## src/rtl/npc_pkg.sv

```systemverilog
`timescale 1ns / 1ps

package npc_pkg;

    localparam int DEF_PALETTE_ENTRIES = 259;
    localparam int DEF_CHANNEL_BITS    = 10;

    localparam int IDX_W     = 9;
    localparam int ERR_W     = 22;
    localparam int ALPHA_W   = 8;
    localparam int OUT_TDATA_W = 64;

    localparam logic [ERR_W-1:0]   ERR_MAX      = '1;
    localparam logic [ALPHA_W-1:0] ALPHA_OPAQUE = 8'hff;

    localparam logic [IDX_W-1:0] IDX_ZERO        = 9'd0;
    localparam logic [IDX_W-1:0] IDX_LAST_BASIC  = 9'd15;
    localparam logic [IDX_W-1:0] IDX_FIRST_EXT   = 9'd16;
    localparam logic [IDX_W-1:0] IDX_TRANSPARENT = 9'd256;
    localparam logic [IDX_W-1:0] IDX_FG          = 9'd257;
    localparam logic [IDX_W-1:0] IDX_BG          = 9'd258;

    localparam logic ACT_LOAD = 1'b0;
    localparam logic ACT_PICK = 1'b1;

    localparam logic SPACE_RGB    = 1'b0;
    localparam logic SPACE_DIN99D = 1'b1;

    localparam logic [1:0] MODE_ALL   = 2'd0;
    localparam logic [1:0] MODE_EXT   = 2'd1;
    localparam logic [1:0] MODE_BASIC = 2'd2;
    localparam logic [1:0] MODE_FGBG  = 2'd3;

    localparam logic [1:0] CFG_COLOR_SPACE  = 2'd0;
    localparam logic [1:0] CFG_PALETTE_MODE = 2'd1;

    typedef enum logic [1:0] {
        ST_IDLE,
        ST_SCAN,
        ST_DRAIN,
        ST_DONE
    } npc_state_t;

    // Per-entry control that travels alongside the distance pipeline.
    typedef struct packed {
        logic [IDX_W-1:0] idx;
        logic             last;
        logic             skip_if_bg;
    } npc_tag_t;

    typedef struct packed {
        logic [IDX_W-1:0] best_index;
        logic [ERR_W-1:0] best_error;
        logic [IDX_W-1:0] second_index;
        logic [ERR_W-1:0] second_error;
        logic             have_second;
    } npc_result_t;

endpackage

```

## src/rtl/npc_dist.sv

```systemverilog
`timescale 1ns / 1ps

module npc_dist
    import npc_pkg::*;
#(
    parameter int CHANNEL_BITS = DEF_CHANNEL_BITS
) (
    input  logic                              aclk,
    input  logic                              aresetn,
    input  logic                              metric_sel,
    input  logic                              in_valid,
    input  npc_tag_t                          in_tag,
    input  logic [3*CHANNEL_BITS+ALPHA_W-1:0] a_color,
    input  logic [3*CHANNEL_BITS+ALPHA_W-1:0] b_color,
    output logic                              out_valid,
    output npc_tag_t                          out_tag,
    output logic [ERR_W-1:0]                  out_err
);

    localparam int CB     = CHANNEL_BITS;
    localparam int DW     = CB + 1;
    localparam int SQW    = 2 * DW;
    localparam int PW     = CB + SQW;
    localparam int EW     = 3 * CB + 3;
    localparam int MW     = EW + 9;
    localparam int STAGES = 6;

    logic signed [CB-1:0] a0, a1, a2, b0, b1, b2;
    logic [ALPHA_W-1:0]   a3, b3;

    assign a0 = a_color[0 +: CB];
    assign a1 = a_color[CB +: CB];
    assign a2 = a_color[2*CB +: CB];
    assign a3 = a_color[3*CB +: ALPHA_W];
    assign b0 = b_color[0 +: CB];
    assign b1 = b_color[CB +: CB];
    assign b2 = b_color[2*CB +: CB];
    assign b3 = b_color[3*CB +: ALPHA_W];

    logic     vld_reg [STAGES];
    npc_tag_t tag_reg [STAGES];

    always_ff @(posedge aclk) begin
        if (!aresetn) begin
            for (int i = 0; i < STAGES; i++) begin
                vld_reg[i] <= 1'b0;
            end
        end else begin
            vld_reg[0] <= in_valid;
            for (int i = 1; i < STAGES; i++) begin
                vld_reg[i] <= vld_reg[i-1];
            end
        end
    end

    always_ff @(posedge aclk) begin
        tag_reg[0] <= in_tag;
        for (int i = 1; i < STAGES; i++) begin
            tag_reg[i] <= tag_reg[i-1];
        end
    end

    // Stage 1: channel differences, half channel sum, alpha terms.
    logic signed [DW-1:0]      d0_next, d1_next, d2_next, ssum, sadj;
    logic signed [DW-1:0]      d0_reg, d1_reg, d2_reg;
    logic signed [CB-1:0]      sumh1_next, sumh1_reg;
    logic signed [ALPHA_W:0]   al1_next, al1_reg;
    logic [ALPHA_W-1:0]        mo1_next, mo1_reg;

    always_comb begin
        d0_next    = $signed({b0[CB-1], b0}) - $signed({a0[CB-1], a0});
        d1_next    = $signed({b1[CB-1], b1}) - $signed({a1[CB-1], a1});
        d2_next    = $signed({b2[CB-1], b2}) - $signed({a2[CB-1], a2});
        ssum       = $signed({a0[CB-1], a0}) + $signed({b0[CB-1], b0});
        sadj       = ssum + $signed({{(DW-1){1'b0}}, ssum[DW-1]});
        sumh1_next = sadj[DW-1:1];
        al1_next   = $signed({1'b0, b3}) - $signed({1'b0, a3});
        mo1_next   = (a3 > b3) ? a3 : b3;
    end

    always_ff @(posedge aclk) begin
        d0_reg    <= d0_next;
        d1_reg    <= d1_next;
        d2_reg    <= d2_next;
        sumh1_reg <= sumh1_next;
        al1_reg   <= al1_next;
        mo1_reg   <= mo1_next;
    end

    // Stage 2: squares.
    logic signed [SQW-1:0] sq0_next, sq1_next, sq2_next, sq0_reg, sq1_reg, sq2_reg;
    logic signed [17:0]    alsq2_next, alsq2_reg;
    logic signed [CB-1:0]  sumh2_reg;
    logic [ALPHA_W-1:0]    mo2_reg;

    always_comb begin
        sq0_next   = d0_reg * d0_reg;
        sq1_next   = d1_reg * d1_reg;
        sq2_next   = d2_reg * d2_reg;
        alsq2_next = al1_reg * al1_reg;
    end

    always_ff @(posedge aclk) begin
        sq0_reg   <= sq0_next;
        sq1_reg   <= sq1_next;
        sq2_reg   <= sq2_next;
        alsq2_reg <= alsq2_next;
        sumh2_reg <= sumh1_reg;
        mo2_reg   <= mo1_reg;
    end

    // Stage 3: red-weighted correction product and plain sums.
    logic signed [SQW-1:0] dsq, adiff;
    logic signed [EW-1:0]  s0e, s1e, s2e;
    logic signed [PW-1:0]  prod_next, prod_reg;
    logic signed [EW-1:0]  wsum_next, wsum_reg, euc_next, euc_reg;
    logic signed [17:0]    alsq3_reg;
    logic [ALPHA_W-1:0]    mo3_reg;

    always_comb begin
        dsq       = sq0_reg - sq2_reg;
        adiff     = dsq[SQW-1] ? -dsq : dsq;
        prod_next = sumh2_reg * adiff;
        s0e       = EW'(sq0_reg);
        s1e       = EW'(sq1_reg);
        s2e       = EW'(sq2_reg);
        wsum_next = (s0e <<< 1) + (s1e <<< 2) + s2e + (s2e <<< 1);
        euc_next  = s0e + s1e + s2e;
    end

    always_ff @(posedge aclk) begin
        prod_reg  <= prod_next;
        wsum_reg  <= wsum_next;
        euc_reg   <= euc_next;
        alsq3_reg <= alsq2_reg;
        mo3_reg   <= mo2_reg;
    end

    // Stage 4: color term, divisions truncate toward zero.
    logic signed [PW-1:0] padj, q;
    logic signed [EW-1:0] e_next, e_reg;
    logic signed [17:0]   alsq4_reg;
    logic [ALPHA_W-1:0]   mo4_reg;

    always_comb begin
        padj = prod_reg + $signed({{(PW-8){1'b0}}, {8{prod_reg[PW-1]}}});
        q    = padj >>> 8;
        if (metric_sel == SPACE_DIN99D) begin
            e_next = euc_reg;
        end else begin
            e_next = wsum_reg + EW'(q);
        end
    end

    always_ff @(posedge aclk) begin
        e_reg     <= e_next;
        alsq4_reg <= alsq3_reg;
        mo4_reg   <= mo3_reg;
    end

    // Stage 5: opacity scaling.
    logic signed [MW-1:0] m_next, m_reg;
    logic signed [17:0]   alsq5_reg;

    assign m_next = e_reg * $signed({1'b0, mo4_reg});

    always_ff @(posedge aclk) begin
        m_reg     <= m_next;
        alsq5_reg <= alsq4_reg;
    end

    // Stage 6: alpha term and saturation.
    logic signed [MW-1:0] madj, t, f;
    logic [ERR_W-1:0]     err_next, err_reg;

    always_comb begin
        madj = m_reg + $signed({{(MW-8){1'b0}}, {8{m_reg[MW-1]}}});
        t    = madj >>> 8;
        f    = t + $signed(MW'({alsq5_reg, 3'b000}));
        if (f[MW-1]) begin
            err_next = '0;
        end else if (f > $signed(MW'(ERR_MAX))) begin
            err_next = ERR_MAX;
        end else begin
            err_next = f[ERR_W-1:0];
        end
    end

    always_ff @(posedge aclk) begin
        err_reg <= err_next;
    end

    assign out_valid = vld_reg[STAGES-1];
    assign out_tag   = tag_reg[STAGES-1];
    assign out_err   = err_reg;

endmodule

```

## config.mk

```make
export PLATFORM = sky130hd
export DESIGN_NAME = npc_dist
export DESIGN_NICKNAME = d
export VERILOG_FILES = /design/src/rtl/npc_pkg.sv /design/src/rtl/npc_dist.sv
export SDC_FILE = /design/constraint.sdc
export NUM_CORES = 2
export LEC_CHECK = 0
export BUFFER_PORTS_ARGS = -buffer_cell sky130_fd_sc_hd__buf_2
export CORE_UTILIZATION = 50
export CTS_CLUSTER_SIZE = 8
export DETAILED_ROUTE_END_ITERATION = 7
export PLACE_DENSITY = 0.7
export SYNTH_ARGS = -nofsm -noshare
export SYNTH_HDL_FRONTEND = slang
export SYNTH_SLANG_ARGS = --single-unit
```

## constraint.sdc

```tcl
create_clock -name aclk -period 12.3 [get_ports aclk]
set_input_delay 1.845 -clock aclk [delete_from_list [all_inputs] [get_ports aclk]]
set_output_delay 1.845 -clock aclk [all_outputs]
set_load 0.01 [all_outputs]
```

==> metrics.txt <==
WHS Path Cells=0; Max FO, Critical Path=14; CTS H-tree lvls=3; DR WL/cell=15.7 microns; #FFs+latches synth=around 470; die width=322 microns; IO Count=125; Hold Vio Cnt, Final=0; GRT Total Usage=21.4%; reg-to-reg endpoint=prod_reg[29]; maxcap violations=0; Core Box Area=101,000 sq um; Multi-input gate area=about 38,000 sq um; DR iter-0 viols=1,708; Most common cell on crit path=fa_1; pin count of the biggest net entering global routing=53; grt total ovfl=0; EDFF count, synth=0; Starting Density=50.7%; vias in the first global route=36,868; hpwl dp=roughly 87,000 microns; Ys Warns=0; worst skew pair latency=620 ps; root buffer cell=clkbuf_16; Crit Path Category=flop to flop; die area=~100,000 sq um; WHS Endpoint=mo4_reg[1]; post-CTS setup buffer count=0; setup TNS=0 ps; CTS Hold Bufs=0; Req. time, crit path=12,840 ps; Num CTS Buffers=70; max reg flops=66; area delta synth->final=7.74%; hold path start=mo3_reg[1]; minimum clock period=9400 ps; clock buffer depth=3; most common library cells after synthesis=inv_1, fa_1, ha_1; count leader, synth=inv_1; outcome=completed; Port Buffers=124; RSZ-0062 raised after global routing=no; Die Span Y=322 microns; Rows=approximately 120; Synth Instances=5,352; top cells by area, synth=fa_1, dfxtp_1, ha_1; placer's final routability congestion estimate=slightly below 0.9; Via Count=35,377; final WL=around 110,000 microns; Clk pin slew, worst setup/hold paths=50 ps; Worst Skew=32.2 ps; DRC=0; most common flop cell mapped by yosys=dfxtp_1; CTS tree=yes; slowest CP cell=a211oi_2; Setup crit start kind=flop; number of clock sinks=approximately 470; Post-synth ARST share=0%; R2R Setup Slk=about 2900 ps; nets=between 6,000 and 7,000; Synth cell types=82; Crit. End Element=flop; worst reg2reg path startpoint=sq2_reg[12]; post-route ant nets=0; Core Util, Final=54.6%; Post-CTS Resized=0; layout cell share with drive strength beyond 1=5.08%; fillers=9,050; CP arrival=9930 ps; Synth top area share=a little under a third; max_slew headroom=8.39%; setup violators final=0; DR vias/cell=between 5 and 6; initial antenna violation count=3; Avg Inst Size Synth=9.55 sq um; Storage cell area=9450 sq um; fin. max-slew vios=0; Syn Std Cell Area=51,100 sq um; FMAX=106 MHz; Yosys top cell by area=fa_1; HP Class=flop to flop; Worst Tran Pin Value=1370 ps; DRT Pass-1 Iters=5; slowest stage delay, CP=930 ps; fin crit share=76.4%; Seq/Total Area, Yosys=18.5%; r2r worst-path depth=30; first-pass GRT wire length=about 180,000 microns
-- how the worst max path moves through the flow --
stage | startpoint | slack, ps | endpoint | cells after the start
4_1_cts | sq2_reg[12] | 2960 | prod_reg[29] | 30
6_report | sq2_reg[12] | 2900 | prod_reg[29] | 30
3_3_place_gp | sq2_reg[12] | 3240 | prod_reg[31] | 31
3_5_place_dp | sq2_reg[12] | 2970 | prod_reg[29] | 30
5_1_grt | sq2_reg[12] | 2270 | prod_reg[30] | 31
2_1_floorplan | sq0_reg[0] | 4360 | prod_reg[29] | 32
-- cells by family (layout without fill, tap and decap cells) --
kind of cell	after synthesis	after routing	share of synthesized area [%]
compound gates	669	669	8.67
flops	472	472	18.5
fa+ha+maj	1301	1301	43.7
xor+xnor	340	340	5.90
other cells	1	5	0.00734
mux	23	23	0.500
buf+inv	1104	1218	8.12
simple gates	1442	1442	14.6
-- critical path, delay by kind of cell, from the launching register on --
kind	cells	cell delay, ps
buffers and inverters	4	230
xor gates and xnor gates	2	950
and+or+nand+nor	2	320
adders and majority gates	7	3200
AOI/OAI and AO/OA	14	4040
DFF	1	420
muxes	1	150
-- final cells by class --
cell class,count,share of cell area [%]
multi-input cells,3779,68.1
clock buffers,77,3.28
inverters,991,6.76
repair buffers,142,1.37
flip-flops and latches,472,17.2
well taps,1357,3.08
diodes,1,0.00455
clock inverters,8,0.189
-- routing by layer --
metal | vias up | wire (microns) | track usage, %
li1 | 17089 | - | -
met1 | 17406 | 48900 | 28.9
met2 | 713 | 51100 | 36.2
met3 | 169 | 3910 | 2.26
met4 | 0 | 3010 | 6.48
met5 | - | 0 | 0
-- cell usage in the layout (no fill, tap or decap), types with 89 or more instances in the layout --
cell type / netlist / final
and2_1: 383 / 383
inv_1: 990 / 990
fa_1: 808 / 808
nor2_1: 223 / 223
xor2_1: 89 / 89
nand2_1: 384 / 384
dfxtp_1: 472 / 472
ha_1: 493 / 493
xnor2_1: 246 / 246
o21ai_0: 130 / 129
a21oi_1: 166 / 166
buf_2: 5 / 124
nor2b_1: 92 / 92
-- stage by stage --
stage / hold slack, ps / cells / worst slack [ps] / area (sq um)
CTS: 303 / 6826 / 2960 / 55000
global route: 317 / 6826 / 2270 / 55000
detailed placement: 312 / 6741 / 2970 / 53100
global placement: 310 / 6741 / 3240 / 53100
finish: 299 / 6827 / 2900 / 55000
floorplan: 310 / 5355 / 4360 / 51100
Power is left out: the tool's default activity adds up to more than one toggle a clock period on the data nets, which glitch-free logic cannot reach.
