[src/rtl/npc_pkg.sv]
`timescale 1ns / 1ps

package npc_pkg;

    localparam int DEF_PALETTE_ENTRIES = 259;
    localparam int DEF_CHANNEL_BITS    = 10;

    localparam int IDX_W     = 9;
    localparam int ERR_W     = 22;
    localparam int ALPHA_W   = 8;
    localparam int OUT_TDATA_W = 64;

    localparam logic [ERR_W-1:0]   ERR_MAX      = '1;
    localparam logic [ALPHA_W-1:0] ALPHA_OPAQUE = 8'hff;

    localparam logic [IDX_W-1:0] IDX_ZERO        = 9'd0;
    localparam logic [IDX_W-1:0] IDX_LAST_BASIC  = 9'd15;
    localparam logic [IDX_W-1:0] IDX_FIRST_EXT   = 9'd16;
    localparam logic [IDX_W-1:0] IDX_TRANSPARENT = 9'd256;
    localparam logic [IDX_W-1:0] IDX_FG          = 9'd257;
    localparam logic [IDX_W-1:0] IDX_BG          = 9'd258;

    localparam logic ACT_LOAD = 1'b0;
    localparam logic ACT_PICK = 1'b1;

    localparam logic SPACE_RGB    = 1'b0;
    localparam logic SPACE_DIN99D = 1'b1;

    localparam logic [1:0] MODE_ALL   = 2'd0;
    localparam logic [1:0] MODE_EXT   = 2'd1;
    localparam logic [1:0] MODE_BASIC = 2'd2;
    localparam logic [1:0] MODE_FGBG  = 2'd3;

    localparam logic [1:0] CFG_COLOR_SPACE  = 2'd0;
    localparam logic [1:0] CFG_PALETTE_MODE = 2'd1;

    typedef enum logic [1:0] {
        ST_IDLE,
        ST_SCAN,
        ST_DRAIN,
        ST_DONE
    } npc_state_t;

    // Per-entry control that travels alongside the distance pipeline.
    typedef struct packed {
        logic [IDX_W-1:0] idx;
        logic             last;
        logic             skip_if_bg;
    } npc_tag_t;

    typedef struct packed {
        logic [IDX_W-1:0] best_index;
        logic [ERR_W-1:0] best_error;
        logic [IDX_W-1:0] second_index;
        logic [ERR_W-1:0] second_error;
        logic             have_second;
    } npc_result_t;

endpackage

[src/rtl/npc_rank.sv]
`timescale 1ns / 1ps

module npc_rank
    import npc_pkg::*;
(
    input  logic             aclk,
    input  logic             aresetn,
    input  logic             clear,
    input  logic             in_valid,
    input  npc_tag_t         in_tag,
    input  logic [ERR_W-1:0] in_err,
    output npc_result_t      result
);

    logic             ok0_reg, ok0_next, ok1_reg, ok1_next;
    logic [IDX_W-1:0] idx0_reg, idx0_next, idx1_reg, idx1_next;
    logic [ERR_W-1:0] err0_reg, err0_next, err1_reg, err1_next;
    logic             take;

    always_comb begin
        ok0_next  = ok0_reg;
        ok1_next  = ok1_reg;
        idx0_next = idx0_reg;
        idx1_next = idx1_reg;
        err0_next = err0_reg;
        err1_next = err1_reg;
        // The opaque background is only tried when the background is not already best.
        take = in_valid && !(in_tag.skip_if_bg && ok0_reg && idx0_reg == IDX_BG);
        if (clear) begin
            ok0_next = 1'b0;
            ok1_next = 1'b0;
        end else if (take) begin
            if (!ok0_reg || in_err < err0_reg) begin
                ok1_next  = ok0_reg;
                idx1_next = idx0_reg;
                err1_next = err0_reg;
                ok0_next  = 1'b1;
                idx0_next = in_tag.idx;
                err0_next = in_err;
            end else if (!ok1_reg || in_err < err1_reg) begin
                ok1_next  = 1'b1;
                idx1_next = in_tag.idx;
                err1_next = in_err;
            end
        end
    end

    always_ff @(posedge aclk) begin
        if (!aresetn) begin
            ok0_reg <= 1'b0;
            ok1_reg <= 1'b0;
        end else begin
            ok0_reg <= ok0_next;
            ok1_reg <= ok1_next;
        end
    end

    always_ff @(posedge aclk) begin
        idx0_reg <= idx0_next;
        idx1_reg <= idx1_next;
        err0_reg <= err0_next;
        err1_reg <= err1_next;
    end

    always_comb begin
        result.best_index   = ok0_reg ? idx0_reg : IDX_ZERO;
        result.best_error   = ok0_reg ? err0_reg : ERR_MAX;
        result.second_index = ok1_reg ? idx1_reg : IDX_ZERO;
        result.second_error = ok1_reg ? err1_reg : ERR_MAX;
        result.have_second  = ok1_reg;
    end

endmodule

[config.mk]
export PLATFORM = sky130hd
export DESIGN_NAME = npc_rank
export DESIGN_NICKNAME = d
export VERILOG_FILES = /design/src/rtl/npc_pkg.sv /design/src/rtl/npc_rank.sv
export SDC_FILE = /design/constraint.sdc
export NUM_CORES = 1
export LEC_CHECK = 0
export BUFFER_PORTS_ARGS = -buffer_cell sky130_fd_sc_hd__buf_2
export CAP_MARGIN = 10
export CORE_MARGIN = 3
export CORE_UTILIZATION = 57
export CTS_CLUSTER_SIZE = 24
export DETAILED_ROUTE_END_ITERATION = 10
export PLACE_DENSITY = 0.86
export SLEW_MARGIN = 20
export SYNTH_ARGS = -nofsm -noshare
export SYNTH_HDL_FRONTEND = slang
export SYNTH_SLANG_ARGS = --single-unit
[constraint.sdc]
create_clock -name aclk -period 10.48 [get_ports aclk]
set_input_delay 1.048 -clock aclk [delete_from_list [all_inputs] [get_ports aclk]]
set_output_delay 1.048 -clock aclk [all_outputs]
set_load 0.05 [all_outputs]
==> results of run 1 <==
## report_power, final
part | internal [mW] | switching [mW]
clock network | 0.112 | 0.107
registers | 0.294 | 0.00547
logic | 0.0323 | 0.0566
total | 0.438 | 0.169
## metal layers
layer / track usage / wire length (um) / up-vias
met5: 0 / 0 / -
met3: 0.0475 / 433 / 23
met2: 0.363 / 3950 / 108
li1: - / - / 1367
met4: 0.110 / 221 / 0
met1: 0.282 / 3530 / 1302
## critical path: stages
cell and delay (ps):
buf_2 130, ha_1 320, nand4_1 130, nor3_1 270
a21oi_1 180, o41ai_4 400, buf_4 480, mux2_2 410
## final cells by class
cell class              count  area [um2]  area share
well taps                  75        93.8      0.0208
inverters                  42         158      0.0350
clock buffers               9         124      0.0275
clock inverters             7        78.8      0.0175
multi-input cells         212        1620       0.359
flip-flops and latches     64        1900       0.422
repair buffers            101         533       0.118
## worst paths after layout
check	to	slack, ps	startpoint	depth (start not counted)
worst max-delay path	err1_reg[13]	7210	in_err[13]	8
worst min register to register	err1_reg[14]	580	err0_reg[14]	1
worst max register to register	err1_reg[13]	7570	ok0_reg	5
worst min-delay path	err1_reg[14]	580	err0_reg[14]	1
## logic make-up after synthesis
family	Yosys count
AOI/OAI and AO/OA	37
adders and majority gates	42
buffers and inverters	53
DFF	64
muxes	32
and+or+nand+nor	101
## per-stage QoR
| stage | hold slack, ps | utilization | total power [mW] | setup WS (ps) | instance area [um2] |
|---|---|---|---|---|---|
| floorplan | 543 | - | 0.364 | 6100 | 3720 |
| global placement | 555 | 0.698 | 0.388 | 6850 | 4280 |
| detailed placement | 567 | 0.698 | 0.392 | 6800 | 4280 |
| CTS | 582 | 0.731 | 0.609 | 7160 | 4480 |
| global route | 593 | 0.736 | 0.632 | 7100 | 4510 |
| finish | 582 | 0.736 | 0.607 | 7210 | 4510 |
## layout by cell type, fill, tap and decap left out, drive strengths merged
master	count
buf	101
edfxtp	62
nand2	53
inv	44
ha	42
mux2	31
a21oi	21
and2	18
clkbuf	9
nand4	8
o21ai	6
nor2	6
nand2b	5
nand3	4
nor3	4
clkinvlp	3
o21a	2
o41ai	2
dfxtp	2
o221ai	1
a22oi	1
a21o	1
o21bai	1
a2111oi	1
nor4b	1
nand4b	1
or2	1
a31oi	1
mux2i	1
clkinv	1
bufinv	1
==> run_results.csv, run 1 <==
group,metric,value,unit
grt,grt_antenna_before_repair,0,
detailed_routing,drtIter0Drc,121,
die,core,6130,um2
setup_path,required,10570,ps
outcome,outcome,"completed",
logic_synthesis,synthTopCellsByCount,"edfxtp_1 (62), nand2_1 (53), ha_1 (42), inv_1 (42), mux2_2 (30)",
clocking,cts_tree,"yes",
logic_synthesis,synth_top_cell_by_area,"edfxtp_1",
timing,period_share,0.312,
detailed_routing,drt_wl_total,8140,um
setup_path,cp-end-kind,"flop",
logic_synthesis,synth_warnings,0,
logic_synthesis,synthTopCellsByArea,"edfxtp_1 (50%), ha_1 (14%), mux2_2 (9.1%), nand2_1 (5.3%), inv_1 (4.2%)",
clocking,ctsHoldBuffers,0,
detailed_routing,dr.pass1.iters,4,
grt,grt_pass1_vias,2777,
clocking,ctsHtreeMaxLevel,3,
place,gp_congestion,0.813,
die,die_h,86.8,um
logic_synthesis,synth_edf_count,62,
logic_synthesis,synth.net_count,408,
cells_and_area,n_antenna_cell,0,
power,peakVddDrop,0.0000893,V
die,start_util,0.608,
timing,setup_violations,0,
timing,setup_tns,0,ps
logic_synthesis,async_flop_share,0,
timing,slew_viol_final,0,
power,powerDensity,135,nW/um2
worst_hold_path,hold_class,"reg -> reg",
setup_path,start_kind,"primary input",
logic_synthesis,yosysTopAreaCellShare,0.500,
logic_synthesis,synth_most_common_cell,"edfxtp_1",
logic_synthesis,syn_area,3720,um2
setup_path,critPathArrivalTime,3360,ps
logic_synthesis,synthXorXnorAreaFrac,0,
place,hpwl,5770,um
setup_path,crit_fanout,31,
clocking,cts-resized-gates,0,
timing,final_hold_viol_count,0,
detailed_routing,drc,0,
detailed_routing,wl_per_cell,16.0,um
power,p_leak,1.96,nW
grt,grt_pass1_wl,12900,um
detailed_routing,vias_per_cell,5.49,
timing,fin_crit,3270,ps
clocking,post_cts_buffers,0,
logic_synthesis,synthCells,329,
clocking,clockBufferDepth,2,
die,ios,100,
cells_and_area,layout.nets,509,
logic_synthesis,synth_fa_ha_area_frac,0.141,
logic_synthesis,synth-simple-area-share,0.129,
grt,grtUsageTotal,0.223,
cells_and_area,layout.cells.non_filler,510,
cells_and_area,area_growth,21.1,%
logic_synthesis,seq_area_frac_synth,0.511,
cells_and_area,fillers,421,
logic_synthesis,synth_top_family_by_area,"adder cells",
die,dieWidth,86.8,um
clocking,root_buffer,"clkbuf_8",
place,placedCellCount,493,
logic_synthesis,synth_mux_area_frac,0.0964,
clocking,clkSinkCount,64,
detailed_routing,ant_nets,0,
die,die-area,7540,um2
clocking,cts_buffers,9,
place,io_buffers,98,
timing,fmax,306,MHz
cells_and_area,final_layout_size_suffix_gt1_frac,0.349,
detailed_routing,via_count,2800,
grt,overflow,0,
timing,tightest_slew,946,ps
logic_synthesis,synth_compound_area_frac,0.0625,
grt,grt_max_degree,35,
clocking,insertion_delay,350,ps
setup_path,setup.worst_path.class,"in -> reg",
run,maxCapViolCount,0,
clocking,cts.clk_slew.worst_paths,80,ps
logic_synthesis,yosysUniqueCellTypes,32,
timing,rsz0062_at_grt,"no",
logic_synthesis,synth_area_per_cell,11.3,um2
logic_synthesis,postSynth.topFlopCell,"edfxtp_1",
logic_synthesis,ys_ff_latch,64,
timing,skew,11.3,ps
timing,relSlewSlack,0.368,
die,row_count,28,
Note: power is estimated with default switching activity, not from simulation.
==> run 2: changes to the inputs <==
- CORE_UTILIZATION: 57 -> 48
- PLACE_DENSITY: 0.86 -> 0.77
- clock period: 10.48 -> 2.9 ns (I/O delays scaled with it)
==> run_results.csv, run 2 (synthesis gave the netlist of run 1 again) <==
group,metric,value,unit
outcome,outcome,"completed",
cells_and_area,final_layout_size_suffix_gt1_frac,0.356,
clocking,ctsHoldBuffers,0,
setup_path,cp_top_family,"compound AO/OA/AOI/OAI gates",
timing,setup_violations,0,
cells_and_area,final_cell_mix,"buf_2 (98), edfxtp_1 (62), nand2_1 (53), inv_1 (42), ha_1 (42)",
detailed_routing,ant_nets,0,
detailed_routing,drc,0,
grt,overflow,0,
timing,tightest_slew,671,ps
place,hpwl,6200,um
clocking,clkSinkCount,64,
clocking,cts_buffers,9,
setup_path,crit_top_cell,"a21oi_1",
place,io_buffers,98,
setup_path,required,2920,ps
detailed_routing,wl_per_cell,15.1,um
clocking,root_buffer,"clkbuf_8",
setup_path,critPathMaxStageDelay,380,ps
grt,grtUsageTotal,0.195,
setup_path,cp.buffers_inverters,3,
grt,grtUsageMet2,0.320,
setup_path,setup.worst_path.class,"reg -> reg",
timing,final_hold_viol_count,0,
setup_path,cp-end-kind,"flop",
clocking,clockBufferDepth,2,
clocking,cts.clk_slew.worst_paths,80,ps
die,die_h,94.1,um
clocking,ctsHtreeMaxLevel,3,
place,place_area,4390,um2
die,die-area,8850,um2
timing,fmax,400,MHz
setup_path,crit_fanout,29,
run,maxCapViolCount,0,
die,ios,100,
grt,grt_antenna_before_repair,0,
power,powerDensity,493,nW/um2
grt,top_usage_layer,"met2",
die,start_util,0.503,
place,dp_slack,362,ps
place,gp_congestion,0.845,
worst_hold_path,hold_class,"in -> reg",
timing,period_share,0.862,
grt,grt_pass1_wl,13100,um
cells_and_area,n_antenna_cell,0,
die,core,7410,um2
clocking,cts_tree,"yes",
timing,skew,11.0,ps
detailed_routing,drtIter0Drc,98,
grt,met1_usage,0.247,
timing,relSlewSlack,0.552,
setup_path,critPathArrivalTime,2520,ps
clocking,cts-resized-gates,0,
timing,fin_crit,2500,ps
cells_and_area,final_cell_area,4600,um2
grt,grt_pass1_vias,2831,
timing,setup_slack,402,ps
clocking,insertion_delay,350,ps
cells_and_area,area_growth,23.6,%
cells_and_area,layout.nets,515,
grt,grt_max_degree,30,
die,row_count,31,
setup_path,crit_chain,"inv_1, ha_1, a21oi_1, o221ai_1, a21oi_1, o41ai_4, buf_12, nor2_4, buf_4",
power,peakVddDrop,0.000277,V
power,p_leak,2.01,nW
detailed_routing,via_count,2721,
cells_and_area,layout_commonest_cell,"buf_2",
detailed_routing,drt_wl_total,8180,um
power,power.total,2.27,mW
timing,rsz0062_at_grt,"no",
detailed_routing,dr.pass1.iters,4,
die,dieWidth,94.1,um
timing,setup_tns,0,ps
cells_and_area,fin_util,0.622,
grt,grt_use_met3,0.0361,
setup_path,start_kind,"flop",
setup_path,cp_slowest_cell,"edfxtp_1",
timing,slew_viol_final,0,
cells_and_area,fillers,622,
clocking,post_cts_buffers,0,
detailed_routing,vias_per_cell,5.04,
==> run 2: cell count changes in the layout (fill, tap and decap cells not counted), sizes merged <==
| cell | delta |
|---|---|
| buf | +6 |
| clkinv | +2 |
| bufinv | +1 |
| inv | -1 |
| clkinvlp | -2 |
==> run 2: worst paths after layout <==
path	start	cells past startpoint	slack, ps	endpoint
worst max-delay path	err0_reg[5]	9	400	err0_reg[8]
worst min-delay path	in_tag[7]	1	130	idx0_reg[5]
worst max register to register	err0_reg[5]	9	400	err0_reg[8]
worst min register to register	err0_reg[13]	1	580	err1_reg[13]
==> run 2: per-stage QoR <==
stage          instances  hold slack [ps]
2_1_floorplan        329              389
3_3_place_gp         524              483
3_5_place_dp         524              483
4_1_cts              540              110
5_1_grt              540              119
6_report             540              126
==> run 2: cell type report <==
| type | instances | area (um2) | share of cell area |
|---|---|---|---|
| Timing Repair Buffer | 107 | 583 | 0.127 |
| Clock buffer | 9 | 124 | 0.0269 |
| Multi-Input combinational cell | 212 | 1620 | 0.352 |
| Clock inverter | 7 | 95.1 | 0.0207 |
| Sequential cell | 64 | 1900 | 0.413 |
| Tap cell | 99 | 124 | 0.0269 |
| Inverter | 42 | 158 | 0.0342 |
==> run 2: where the power goes <==
part	leakage [nW]	internal, mW	switching [mW]
registers	0.598	1.06	0.0180
logic	1.30	0.120	0.204
clock network	0.110	0.485	0.381
total	2.01	1.67	0.603
==> run 2: layer usage <==
layer,up-vias,wire [um]
met3,14,366
met4,0,173
met2,72,3960
met1,1265,3680
met5,-,0
li1,1370,-
